`config.mk`:
```
export PLATFORM = sky130hd
export DESIGN_NAME = vector_distance_engine_top
export DESIGN_NICKNAME = d
export VERILOG_FILES = /design/src/hw/rtl/vde_pkg.sv /design/src/hw/rtl/vector_distance_engine_top.sv /design/src/hw/rtl/vde_front.sv /design/src/hw/rtl/vde_jobq.sv /design/src/hw/rtl/vde_isqrt.sv /design/src/hw/rtl/vde_back.sv
export SDC_FILE = /design/constraint.sdc
export NUM_CORES = 2
export LEC_CHECK = 0
export ABC_AREA = 1
export CORE_MARGIN = 2
export CORE_UTILIZATION = 65
export DETAILED_ROUTE_END_ITERATION = 8
export DONT_BUFFER_PORTS = 1
export HOLD_SLACK_MARGIN = 0.15
export PLACE_DENSITY = 0.89
export SLEW_MARGIN = 0
export SYNTH_ARGS = -nofsm -noshare
export SYNTH_HDL_FRONTEND = slang
export SYNTH_SLANG_ARGS = --single-unit
```
`constraint.sdc`:
```
create_clock -name clk -period 8.2 [get_ports clk]
set_clock_uncertainty 0.05 [all_clocks]
set_input_delay 0.82 -clock clk [delete_from_list [all_inputs] [get_ports clk]]
set_output_delay 0.82 -clock clk [all_outputs]
set_load 0.01 [all_outputs]
```
`src/hw/rtl/vde_pkg.sv`:
```
// Shared types and constants of the vector distance engine.
// No dependencies; every other file of the block imports this package.
package vde_pkg;

	localparam int ELEM_WIDTH_DEF = 16;
	localparam int DIST_W         = 48;
	localparam int NORM_W         = 42;
	localparam int MODE_W         = 2;
	localparam int PADDR_W        = 3;
	localparam int PDATA_W        = 32;
	localparam int ROOT_W         = DIST_W / 2;
	localparam int JQ_DEPTH_DEF   = 4;
	localparam int LIMIT_W        = 24;

	// Metric selector codes; the unused code behaves as Manhattan.
	localparam logic [MODE_W-1:0] MODE_MANHATTAN = 2'd0;
	localparam logic [MODE_W-1:0] MODE_EUCLID    = 2'd1;
	localparam logic [MODE_W-1:0] MODE_NORM      = 2'd2;

	// Register index of the metric selector.
	localparam logic [PADDR_W-3:0] REG_METRIC_MODE = 1'b0;

	localparam logic signed [DIST_W-1:0] SUM_MAX = {1'b0, {(DIST_W-1){1'b1}}};
	localparam logic signed [DIST_W-1:0] SUM_MIN = {1'b1, {(DIST_W-1){1'b0}}};

	// A difference above this magnitude squares to more than the sum can hold.
	localparam logic [LIMIT_W-1:0] DIFF_SQ_LIMIT = {LIMIT_W{1'b1}};

	// Highest even bit position for the digit-by-digit root.
	localparam logic [DIST_W-1:0] ROOT_TOP_BIT = {2'b01, {(DIST_W-2){1'b0}}};

	typedef struct packed {
		logic [MODE_W-1:0]        mode;
		logic signed [DIST_W-1:0] sum;
		logic [NORM_W-1:0]        norm_a;
		logic [NORM_W-1:0]        norm_b;
	} vde_job_t;

	typedef enum logic [0:0] {
		ST_IDLE,
		ST_ROOT
	} vde_back_st_t;

endpackage

```
`src/hw/rtl/vector_distance_engine_top.sv`:
```
// Top level of the vector distance engine: register port, front end, job queue, back end.
// Depends on vde_pkg, vde_front, vde_jobq and vde_back.
//
//   Channel   Handshake                          Payload
//   input     push / full                        elem_a, elem_b, norm_a, norm_b, last_element
//   result    empty / pop                        distance
//   config    psel, penable, pwrite, pready      paddr, pwdata, prdata
//
// While full is low a pair is taken every cycle; its term is pipelined into the running sum.
// Manhattan and norm-based results are on the result ports in the cycle after their sum
// leaves the job queue; a Euclidean sum starts the root unit, which resolves one result bit
// per cycle, and its result is loaded once the root is done and the output register is free.
// Reset clears the running sum, the queue pointers and the metric selector; no clearing pass.
// full rises when queued sums plus last items still in the front pipeline fill the queue.
module vector_distance_engine_top #(
	parameter int ELEM_WIDTH = vde_pkg::ELEM_WIDTH_DEF,
	parameter int JOB_DEPTH  = vde_pkg::JQ_DEPTH_DEF
) (
	input  logic                              clk,
	input  logic                              arst_n,
	// Configuration port.
	input  logic                              psel,
	input  logic                              penable,
	input  logic                              pwrite,
	input  logic [vde_pkg::PADDR_W-1:0]       paddr,
	input  logic [vde_pkg::PDATA_W-1:0]       pwdata,
	output logic [vde_pkg::PDATA_W-1:0]       prdata,
	output logic                              pready,
	// Element pairs.
	input  logic                              push,
	output logic                              full,
	input  logic signed [ELEM_WIDTH-1:0]      elem_a,
	input  logic signed [ELEM_WIDTH-1:0]      elem_b,
	input  logic [vde_pkg::NORM_W-1:0]        norm_a,
	input  logic [vde_pkg::NORM_W-1:0]        norm_b,
	input  logic                              last_element,
	// Distances.
	output logic                              empty,
	input  logic                              pop,
	output logic signed [vde_pkg::DIST_W-1:0] distance
);
	import vde_pkg::*;

	localparam int CNT_W    = $clog2(JOB_DEPTH + 1);
	localparam int CREDIT_W = CNT_W + 2;

	logic [MODE_W-1:0] metric_mode_q;
	logic              cfg_write, reg_hit;

	logic              in_transfer, out_transfer;
	logic              job_push, job_pop, out_valid;
	vde_job_t          job_in, job_out;
	logic [CNT_W-1:0]  jq_count;
	logic [1:0]        lasts_inflight;
	logic [CREDIT_W-1:0] credit_used;

	// The register sits at byte address zero; the two low address bits are ignored.
	assign reg_hit   = paddr[PADDR_W-1:2] == REG_METRIC_MODE;
	assign pready    = 1'b1;
	assign cfg_write = psel && penable && pwrite && pready;

	always_ff @(posedge clk or negedge arst_n) begin
		if (!arst_n) begin
			metric_mode_q <= MODE_MANHATTAN;
		end else if (cfg_write && reg_hit) begin
			metric_mode_q <= pwdata[MODE_W-1:0];
		end
	end

	assign prdata = (psel && reg_hit) ? PDATA_W'(metric_mode_q) : '0;

	// A transfer is only offered while every last item already accepted is sure of a
	// slot in the job queue, so the front pipeline never has to stall.
	assign credit_used  = CREDIT_W'(jq_count) + CREDIT_W'(lasts_inflight);
	assign full         = credit_used >= CREDIT_W'(JOB_DEPTH);
	assign in_transfer  = push && !full;
	assign empty        = !out_valid;
	assign out_transfer = pop && !empty;

	vde_front #(
		.ELEM_WIDTH (ELEM_WIDTH)
	) u_front (
		.clk            (clk),
		.arst_n         (arst_n),
		.in_valid       (in_transfer),
		.elem_a         (elem_a),
		.elem_b         (elem_b),
		.norm_a         (norm_a),
		.norm_b         (norm_b),
		.last_element   (last_element),
		.mode           (metric_mode_q),
		.job_push       (job_push),
		.job            (job_in),
		.lasts_inflight (lasts_inflight)
	);

	vde_jobq #(
		.DEPTH (JOB_DEPTH)
	) u_jobq (
		.clk    (clk),
		.arst_n (arst_n),
		.push   (job_push),
		.din    (job_in),
		.pop    (job_pop),
		.dout   (job_out),
		.count  (jq_count)
	);

	// The back end drains one sum at a time and keeps its result until the consumer
	// takes it with a transfer on the result side.
	vde_back u_back (
		.clk       (clk),
		.arst_n    (arst_n),
		.job_valid (jq_count != '0),
		.job       (job_out),
		.job_pop   (job_pop),
		.out_pop   (out_transfer),
		.out_valid (out_valid),
		.distance  (distance)
	);

	// The credit scheme must keep the job queue from ever overflowing.
	assert property (@(posedge clk) disable iff (!arst_n)
		credit_used <= CREDIT_W'(JOB_DEPTH))
		else $error("job queue credit exceeded");

	assert property (@(posedge clk) disable iff (!arst_n)
		job_push |-> (jq_count < CNT_W'(JOB_DEPTH)) || job_pop)
		else $error("push into a full job queue");

	assert property (@(posedge clk) disable iff (!arst_n)
		job_pop |-> jq_count != '0)
		else $error("pop from an empty job queue");

	// A result can only appear in the cycle after a sum left the queue or the root unit ran.
	assert property (@(posedge clk) disable iff (!arst_n)
		$rose(out_valid) |-> $past(jq_count) != '0 || !$past(job_pop))
		else $error("result without a job");

endmodule

```
`src/hw/rtl/vde_front.sv`:
```
// Front end: three-stage pipeline that forms each element term and accumulates it.
// Depends on vde_pkg; emits one job per vector on the item that carries the last mark.
module vde_front #(
	parameter int ELEM_WIDTH = vde_pkg::ELEM_WIDTH_DEF
) (
	input  logic                           clk,
	input  logic                           arst_n,
	input  logic                           in_valid,
	input  logic signed [ELEM_WIDTH-1:0]   elem_a,
	input  logic signed [ELEM_WIDTH-1:0]   elem_b,
	input  logic [vde_pkg::NORM_W-1:0]     norm_a,
	input  logic [vde_pkg::NORM_W-1:0]     norm_b,
	input  logic                           last_element,
	input  logic [vde_pkg::MODE_W-1:0]     mode,
	output logic                           job_push,
	output vde_pkg::vde_job_t              job,
	output logic [1:0]                     lasts_inflight
);
	import vde_pkg::*;

	localparam int DIFF_W = ELEM_WIDTH + 1;
	localparam int OP_W   = ELEM_WIDTH + 2;
	localparam int PROD_W = 2 * OP_W;
	localparam int TERM_W = (PROD_W > DIST_W + 1) ? PROD_W : DIST_W + 1;
	localparam int ACC_W  = TERM_W + 1;
	localparam int CMP_W  = (DIFF_W > LIMIT_W) ? DIFF_W : LIMIT_W;

	// Stage 1: captured item.
	logic                         valid_s1, last_s1;
	logic [MODE_W-1:0]            mode_s1;
	logic signed [ELEM_WIDTH-1:0] a_s1, b_s1;
	logic [NORM_W-1:0]            norm_a_s1, norm_b_s1;

	// Stage 2: multiplier operands.
	logic                         valid_s2, last_s2, big_s2;
	logic [MODE_W-1:0]            mode_s2;
	logic signed [OP_W-1:0]       op_x_s2, op_y_s2;
	logic [DIFF_W-1:0]            abs_s2;
	logic [NORM_W-1:0]            norm_a_s2, norm_b_s2;

	// Stage 3: term ready to accumulate.
	logic                         valid_s3, last_s3;
	logic [MODE_W-1:0]            mode_s3;
	logic signed [TERM_W-1:0]     term_s3;
	logic [NORM_W-1:0]            norm_a_s3, norm_b_s3;

	logic signed [DIST_W-1:0]     running_q;

	logic signed [DIFF_W-1:0]     diff;
	logic [DIFF_W-1:0]            abs_diff;
	logic                         big;
	logic signed [OP_W-1:0]       op_x, op_y;
	logic signed [PROD_W-1:0]     prod;
	logic signed [TERM_W-1:0]     term;
	logic signed [ACC_W-1:0]      acc;
	logic signed [DIST_W-1:0]     acc_sat;

	always_comb begin
		diff     = DIFF_W'(a_s1) - DIFF_W'(b_s1);
		abs_diff = diff[DIFF_W-1] ? $unsigned(-diff) : $unsigned(diff);
		big      = CMP_W'(abs_diff) > CMP_W'(DIFF_SQ_LIMIT);
		if (mode_s1 == MODE_EUCLID) begin
			op_x = $signed({1'b0, abs_diff});
			op_y = $signed({1'b0, abs_diff});
		end else begin
			op_x = OP_W'(a_s1);
			op_y = OP_W'(b_s1);
		end
	end

	always_comb begin
		prod = op_x_s2 * op_y_s2;
		priority if (mode_s2 == MODE_EUCLID) begin
			term = big_s2 ? TERM_W'(SUM_MAX) : TERM_W'(prod);
		end else if (mode_s2 == MODE_NORM) begin
			term = TERM_W'(prod);
		end else begin
			term = $signed(TERM_W'(abs_s2));
		end
	end

	always_comb begin
		acc = ACC_W'(running_q) + ACC_W'(term_s3);
		priority if (acc > ACC_W'(SUM_MAX)) begin
			acc_sat = SUM_MAX;
		end else if (acc < ACC_W'(SUM_MIN)) begin
			acc_sat = SUM_MIN;
		end else begin
			acc_sat = acc[DIST_W-1:0];
		end
	end

	always_ff @(posedge clk or negedge arst_n) begin
		if (!arst_n) begin
			valid_s1  <= 1'b0;
			valid_s2  <= 1'b0;
			valid_s3  <= 1'b0;
			last_s1   <= 1'b0;
			last_s2   <= 1'b0;
			last_s3   <= 1'b0;
			running_q <= '0;
		end else begin
			valid_s1 <= in_valid;
			valid_s2 <= valid_s1;
			valid_s3 <= valid_s2;
			last_s1  <= in_valid & last_element;
			last_s2  <= valid_s1 & last_s1;
			last_s3  <= valid_s2 & last_s2;
			if (valid_s3) begin
				running_q <= last_s3 ? '0 : acc_sat;
			end
		end
	end

	always_ff @(posedge clk) begin
		a_s1      <= elem_a;
		b_s1      <= elem_b;
		mode_s1   <= mode;
		norm_a_s1 <= norm_a;
		norm_b_s1 <= norm_b;

		op_x_s2   <= op_x;
		op_y_s2   <= op_y;
		abs_s2    <= abs_diff;
		big_s2    <= big;
		mode_s2   <= mode_s1;
		norm_a_s2 <= norm_a_s1;
		norm_b_s2 <= norm_b_s1;

		term_s3   <= term;
		mode_s3   <= mode_s2;
		norm_a_s3 <= norm_a_s2;
		norm_b_s3 <= norm_b_s2;
	end

	assign job_push = valid_s3 & last_s3;
	assign job      = '{mode: mode_s3, sum: acc_sat, norm_a: norm_a_s3, norm_b: norm_b_s3};

	assign lasts_inflight = 2'(valid_s1 & last_s1) + 2'(valid_s2 & last_s2)
		+ 2'(valid_s3 & last_s3);

endmodule

```
`src/hw/rtl/vde_jobq.sv`:
```
// Short register queue that holds finished vector sums between front and back.
// Depends on vde_pkg for the job type.
module vde_jobq #(
	parameter int DEPTH = vde_pkg::JQ_DEPTH_DEF
) (
	input  logic                             clk,
	input  logic                             arst_n,
	input  logic                             push,
	input  vde_pkg::vde_job_t                din,
	input  logic                             pop,
	output vde_pkg::vde_job_t                dout,
	output logic [$clog2(DEPTH+1)-1:0]       count
);
	import vde_pkg::*;

	localparam int PTR_W = (DEPTH > 1) ? $clog2(DEPTH) : 1;
	localparam int CNT_W = $clog2(DEPTH + 1);

	vde_job_t          mem_q [DEPTH];
	logic [PTR_W-1:0]  wr_ptr_q, rd_ptr_q;
	logic [CNT_W-1:0]  count_q;

	function automatic logic [PTR_W-1:0] ptr_next(input logic [PTR_W-1:0] p);
		return (p == PTR_W'(DEPTH - 1)) ? '0 : p + 1'b1;
	endfunction

	always_ff @(posedge clk or negedge arst_n) begin
		if (!arst_n) begin
			wr_ptr_q <= '0;
			rd_ptr_q <= '0;
			count_q  <= '0;
		end else begin
			if (push) begin
				wr_ptr_q <= ptr_next(wr_ptr_q);
			end
			if (pop) begin
				rd_ptr_q <= ptr_next(rd_ptr_q);
			end
			count_q <= count_q + CNT_W'(push) - CNT_W'(pop);
		end
	end

	always_ff @(posedge clk) begin
		if (push) begin
			mem_q[wr_ptr_q] <= din;
		end
	end

	assign dout  = mem_q[rd_ptr_q];
	assign count = count_q;

endmodule

```
`src/hw/rtl/vde_isqrt.sv`:
```
// Digit-by-digit integer square root, one result bit per cycle.
// Depends on vde_pkg for widths and the starting bit.
module vde_isqrt (
	input  logic                           clk,
	input  logic                           arst_n,
	input  logic                           start,
	input  logic [vde_pkg::DIST_W-1:0]     radicand,
	output logic                           busy,
	output logic [vde_pkg::ROOT_W-1:0]     root
);
	import vde_pkg::*;

	logic [DIST_W-1:0] x_q, res_q, bit_q;
	logic [DIST_W:0]   trial;
	logic              take;

	assign trial = {1'b0, res_q} + {1'b0, bit_q};
	assign take  = {1'b0, x_q} >= trial;
	assign busy  = |bit_q;
	assign root  = res_q[ROOT_W-1:0];

	always_ff @(posedge clk or negedge arst_n) begin
		if (!arst_n) begin
			bit_q <= '0;
		end else if (start) begin
			bit_q <= ROOT_TOP_BIT;
		end else if (busy) begin
			bit_q <= bit_q >> 2;
		end
	end

	always_ff @(posedge clk) begin
		if (start) begin
			x_q   <= radicand;
			res_q <= '0;
		end else if (busy) begin
			if (take) begin
				x_q   <= x_q - trial[DIST_W-1:0];
				res_q <= (res_q >> 1) + bit_q;
			end else begin
				res_q <= res_q >> 1;
			end
		end
	end

endmodule

```
`src/hw/rtl/vde_back.sv`:
```
// Back end: turns a finished vector sum into a distance and holds it for the consumer.
// Depends on vde_pkg and vde_isqrt.
module vde_back (
	input  logic                            clk,
	input  logic                            arst_n,
	input  logic                            job_valid,
	input  vde_pkg::vde_job_t               job,
	output logic                            job_pop,
	input  logic                            out_pop,
	output logic                            out_valid,
	output logic signed [vde_pkg::DIST_W-1:0] distance
);
	import vde_pkg::*;

	localparam int NR_W = DIST_W + 2;

	vde_back_st_t             state_q, state_nx;
	logic                     out_valid_q;
	logic signed [DIST_W-1:0] dist_q;

	logic                     out_free, sq_start, sq_busy, load_out;
	logic [DIST_W-1:0]        radicand;
	logic [ROOT_W-1:0]        root;
	logic signed [NR_W-1:0]   norm_res;
	logic signed [DIST_W-1:0] norm_sat, out_val;

	assign out_free = !out_valid_q || out_pop;
	assign radicand = job.sum[DIST_W-1] ? '0 : $unsigned(job.sum);

	vde_isqrt u_isqrt (
		.clk      (clk),
		.arst_n   (arst_n),
		.start    (sq_start),
		.radicand (radicand),
		.busy     (sq_busy),
		.root     (root)
	);

	always_comb begin
		norm_res = $signed(NR_W'(job.norm_a)) + $signed(NR_W'(job.norm_b))
			- (NR_W'(job.sum) <<< 1);
		priority if (norm_res > NR_W'(SUM_MAX)) begin
			norm_sat = SUM_MAX;
		end else if (norm_res < NR_W'(SUM_MIN)) begin
			norm_sat = SUM_MIN;
		end else begin
			norm_sat = norm_res[DIST_W-1:0];
		end
	end

	always_comb begin
		state_nx = state_q;
		unique case (state_q)
			ST_IDLE: begin
				if (job_valid && out_free && job.mode == MODE_EUCLID) begin
					state_nx = ST_ROOT;
				end
			end
			ST_ROOT: begin
				if (!sq_busy && out_free) begin
					state_nx = ST_IDLE;
				end
			end
			default: state_nx = ST_IDLE;
		endcase
	end

	always_comb begin
		job_pop  = 1'b0;
		sq_start = 1'b0;
		load_out = 1'b0;
		out_val  = job.sum;
		unique case (state_q)
			ST_IDLE: begin
				job_pop  = job_valid && out_free;
				sq_start = job_pop && job.mode == MODE_EUCLID;
				load_out = job_pop && job.mode != MODE_EUCLID;
				out_val  = (job.mode == MODE_NORM) ? norm_sat : job.sum;
			end
			ST_ROOT: begin
				load_out = !sq_busy && out_free;
				out_val  = $signed(DIST_W'(root));
			end
			default: begin
				job_pop = 1'b0;
			end
		endcase
	end

	always_ff @(posedge clk or negedge arst_n) begin
		if (!arst_n) begin
			state_q     <= ST_IDLE;
			out_valid_q <= 1'b0;
		end else begin
			state_q <= state_nx;
			if (load_out) begin
				out_valid_q <= 1'b1;
			end else if (out_pop) begin
				out_valid_q <= 1'b0;
			end
		end
	end

	always_ff @(posedge clk) begin
		if (load_out) begin
			dist_q <= out_val;
		end
	end

	assign out_valid = out_valid_q;
	assign distance  = dist_q;

endmodule
```
==> impl_metrics.yaml <==
worst_setup_path:
  required_ns: 8.74
  cp_data_arrival_time_ns: 8.23
  endpoint_kind: "flop"
  worstPathMaxFanout: 48
  start_kind: "flop"
  path_class: "flop to flop"
  cp_slowest_stage_delay_ns: 0.78
  path_common_cell: "nand2_1"
  critPathSlowestCell: "dfrtp_4"
clock_network:
  cts_buffers: 110
  cts.sinks: 1148
  post_cts_resized: 0
  cts_root_buf: "clkbuf_16"
  cts_setup_buffers: 0
  clock_path_buffers: 3
  clk_pin_slew_ns: 0.06
  cts.htree.levels: 3
  cts_hold_buf: 119
  clkLatencyLatePin_ns: 0.77
  cts_tree: "done"
grt:
  first_global_vias: 58900
  grt-ovfl-total: 0
  grt_antenna_before_repair: 4
  grt_max_degree: 119
  track_usage_pct: 38.2
  grt_pass1_wl_um: 327000
drt:
  wl_per_cell_um: 21.8
  avgViaCountPerCell: 6.05
  first_iter_violations: 7264
  wirelength_um: 213000
  dr.pass1.iters: 9
  postRouteAntennaNets: 0
  vias: 59000
  drc: 0
synth:
  avgSynthCellArea_um2: 8.49
  ys_seq_area_share_pct: 42.5
  synth_area_mm2: 0.0699
  ys_seq_elements: 1148
  synth_edf_count: 632
  synthCells: 8238
  yosys_most_used_dff: "edfxtp_1"
  synth.distinct_cells: 67
  synth_warnings: 0
  async_flop_share_pct: 7.75
final_layout:
  utilization_pct: 71.0
  multi_input_area_mm2: 0.0346
  drive_gt1_share_pct: 4.19
  ff_latch_area_mm2: 0.0298
  fin_cells: 9755
  finalNetCount: 9094
  syn_to_final_growth_pct: 8.54
  fillers: 7755
run_status:
  status: "finished, final reports clean"
floorplan:
  pin_count: 242
  num_rows: 120
  die_w_um: 332
  initial_core_util_pct: 65.4
  core-area_mm2: 0.107
  die_h_um: 332
  dieArea_mm2: 0.110
timing:
  hold_ws_ns: 0.177
  timing.fmax_mhz: 130
  rsz0062_at_grt: "no"
  slew_violations: 0
  setup-tns-final_ns: 0
  finalCritPeriodShare_pct: 93.8
  relSlewSlack_pct: 27.6
  setup_viol: 0
  worstMarginPinSlew_ns: 1.08
  period_needed_ns: 7.69
  finalHoldViolations: 0
worst_hold_path:
  hold_path.class: "input port to flop"
placement:
  dpl.cell_count: 9423
  portBuffers: 0
  hpwl_um: 152000
  place_congestion: 1.02
flow_run:
  drv_cap: 0
sequential cells by signal, summed over array words and instances, names as in the netlist, 48 cells and up:
register	count
u_back.distance	48
u_back.u_isqrt.res_q	48
u_back.u_isqrt.x_q	48
u_front.running_q	48
u_jobq.mem_q	536
worst max-delay path, delay by kind of cell, from the launching register on:
kind | cells | cell delay [ns]
compound gates | 3 | 0.76
xor+xnor | 1 | 0.11
fa+ha+maj | 2 | 0.67
buf+inv | 5 | 1.67
flops | 1 | 0.78
simple gates | 20 | 3.43
synthesized netlist by cell type (10+ instances only):
| library cell | n | share of area, % |
|---|---|---|
| a32o_1 | 33 | 0.47 |
| clkbuf_1 | 198 | 1.1 |
| o22ai_1 | 123 | 1.1 |
| a31oi_1 | 29 | 0.26 |
| buf_4 | 33 | 0.35 |
| xor2_1 | 158 | 2.0 |
| inv_1 | 1140 | 6.1 |
| nand3_2 | 40 | 0.57 |
| fa_1 | 336 | 9.6 |
| or2_2 | 22 | 0.20 |
| nor4_1 | 26 | 0.23 |
| edfxtp_1 | 632 | 27 |
| a21boi_0 | 11 | 0.12 |
| nand2_2 | 20 | 0.18 |
| o21ai_0 | 488 | 3.5 |
| nand2_1 | 2143 | 12 |
| xnor2_1 | 83 | 1.0 |
| ha_1 | 348 | 6.2 |
| buf_6 | 10 | 0.16 |
| dfrtp_1 | 89 | 3.2 |
| buf_1 | 11 | 0.059 |
| nand3_1 | 335 | 2.4 |
| nand4_1 | 52 | 0.47 |
| buf_2 | 38 | 0.27 |
| nor2_1 | 689 | 3.7 |
| o21a_1 | 15 | 0.16 |
| dfxtp_1 | 427 | 12 |
| nor3_1 | 47 | 0.34 |
| a21oi_1 | 474 | 3.4 |
| o21ai_1 | 26 | 0.19 |
| a21o_1 | 35 | 0.38 |
| o21bai_1 | 34 | 0.36 |
metal layers:
layer	global-route usage, %	vias up	share of wire (%)
met3	7.29	864	9.9
met2	63.7	3658	47
met1	46.5	27700	36
met4	22.2	2	6.8
li1	-	26700	-
met5	0	-	0.0061
stage by stage:
step | setup slack (ns) | area (um^2)
after floorplan | 0.714 | 70000
after global placement | 1.19 | 70900
after detailed placement | 0.976 | 70900
after CTS | 0.840 | 75900
after global routing | 0.132 | 75900
final | 0.512 | 75900
placed cells by master (no fill, tap or decap), types with 20 or more instances in the layout:
master and instances:
dfxtp_1 427, a21o_1 35, o21ai_0 487, nor3_1 47
o21ai_1 26, nand3_2 40, clkbuf_1 25, inv_1 1139
clkbuf_16 117, a31oi_1 29, clkbuf_8 23, buf_4 41
nor2_1 684, nand3_1 335, o22ai_1 123, conb_1 31
xnor2_1 83, xor2_1 158, edfxtp_1 632, fa_1 336
dlygate4sd3_1 118, nand2_2 20, ha_1 348, nand4_1 52
a32o_1 33, o21bai_1 34, dfrtp_1 86, nor4_1 26
nand2_1 2143, a21oi_1 474, or2_2 22
cells by family (layout without fill, tap and decap cells):
family	after synthesis	after routing	synth area share [%]
xor+xnor	243	243	3.06
flops	1148	1148	42.5
compound gates	1307	1307	10.4
simple gates	3410	3410	20.0
fa+ha+maj	684	684	15.8
other cells	2	35	0.0107
buf+inv	1444	1525	8.17
final cells by class:
type | instances | area share, %
diodes | 4 | 0.0132
well taps | 1403 | 2.31
flip-flops and latches | 1148 | 39.2
repair buffers | 166 | 2.16
inverters | 1150 | 5.70
clock buffers | 168 | 4.42
clock inverters | 41 | 0.559
multi-input cells | 5675 | 45.6
final timing paths:
path | start | to | slack (ns) | cells past startpoint
worst max-delay path | u_jobq.rd_ptr_q[0] | u_back.distance[24] | 0.51 | 31
worst min-delay path | last_element | u_front.last_s1 | 0.18 | 1
worst max register to register | u_jobq.rd_ptr_q[0] | u_back.distance[24] | 0.51 | 31
worst min register to register | u_front.norm_b_s2[14] | u_front.norm_b_s3[14] | 0.23 | 0
max in group asynchronous | arst_n | u_jobq.rd_ptr_q[0] | 6.92 | 2
min in group asynchronous | arst_n | u_front.valid_s2 | 0.75 | 2
Power is left out: the tool's default activity adds up to more than one toggle a clock period on the data nets, which glitch-free logic cannot reach.
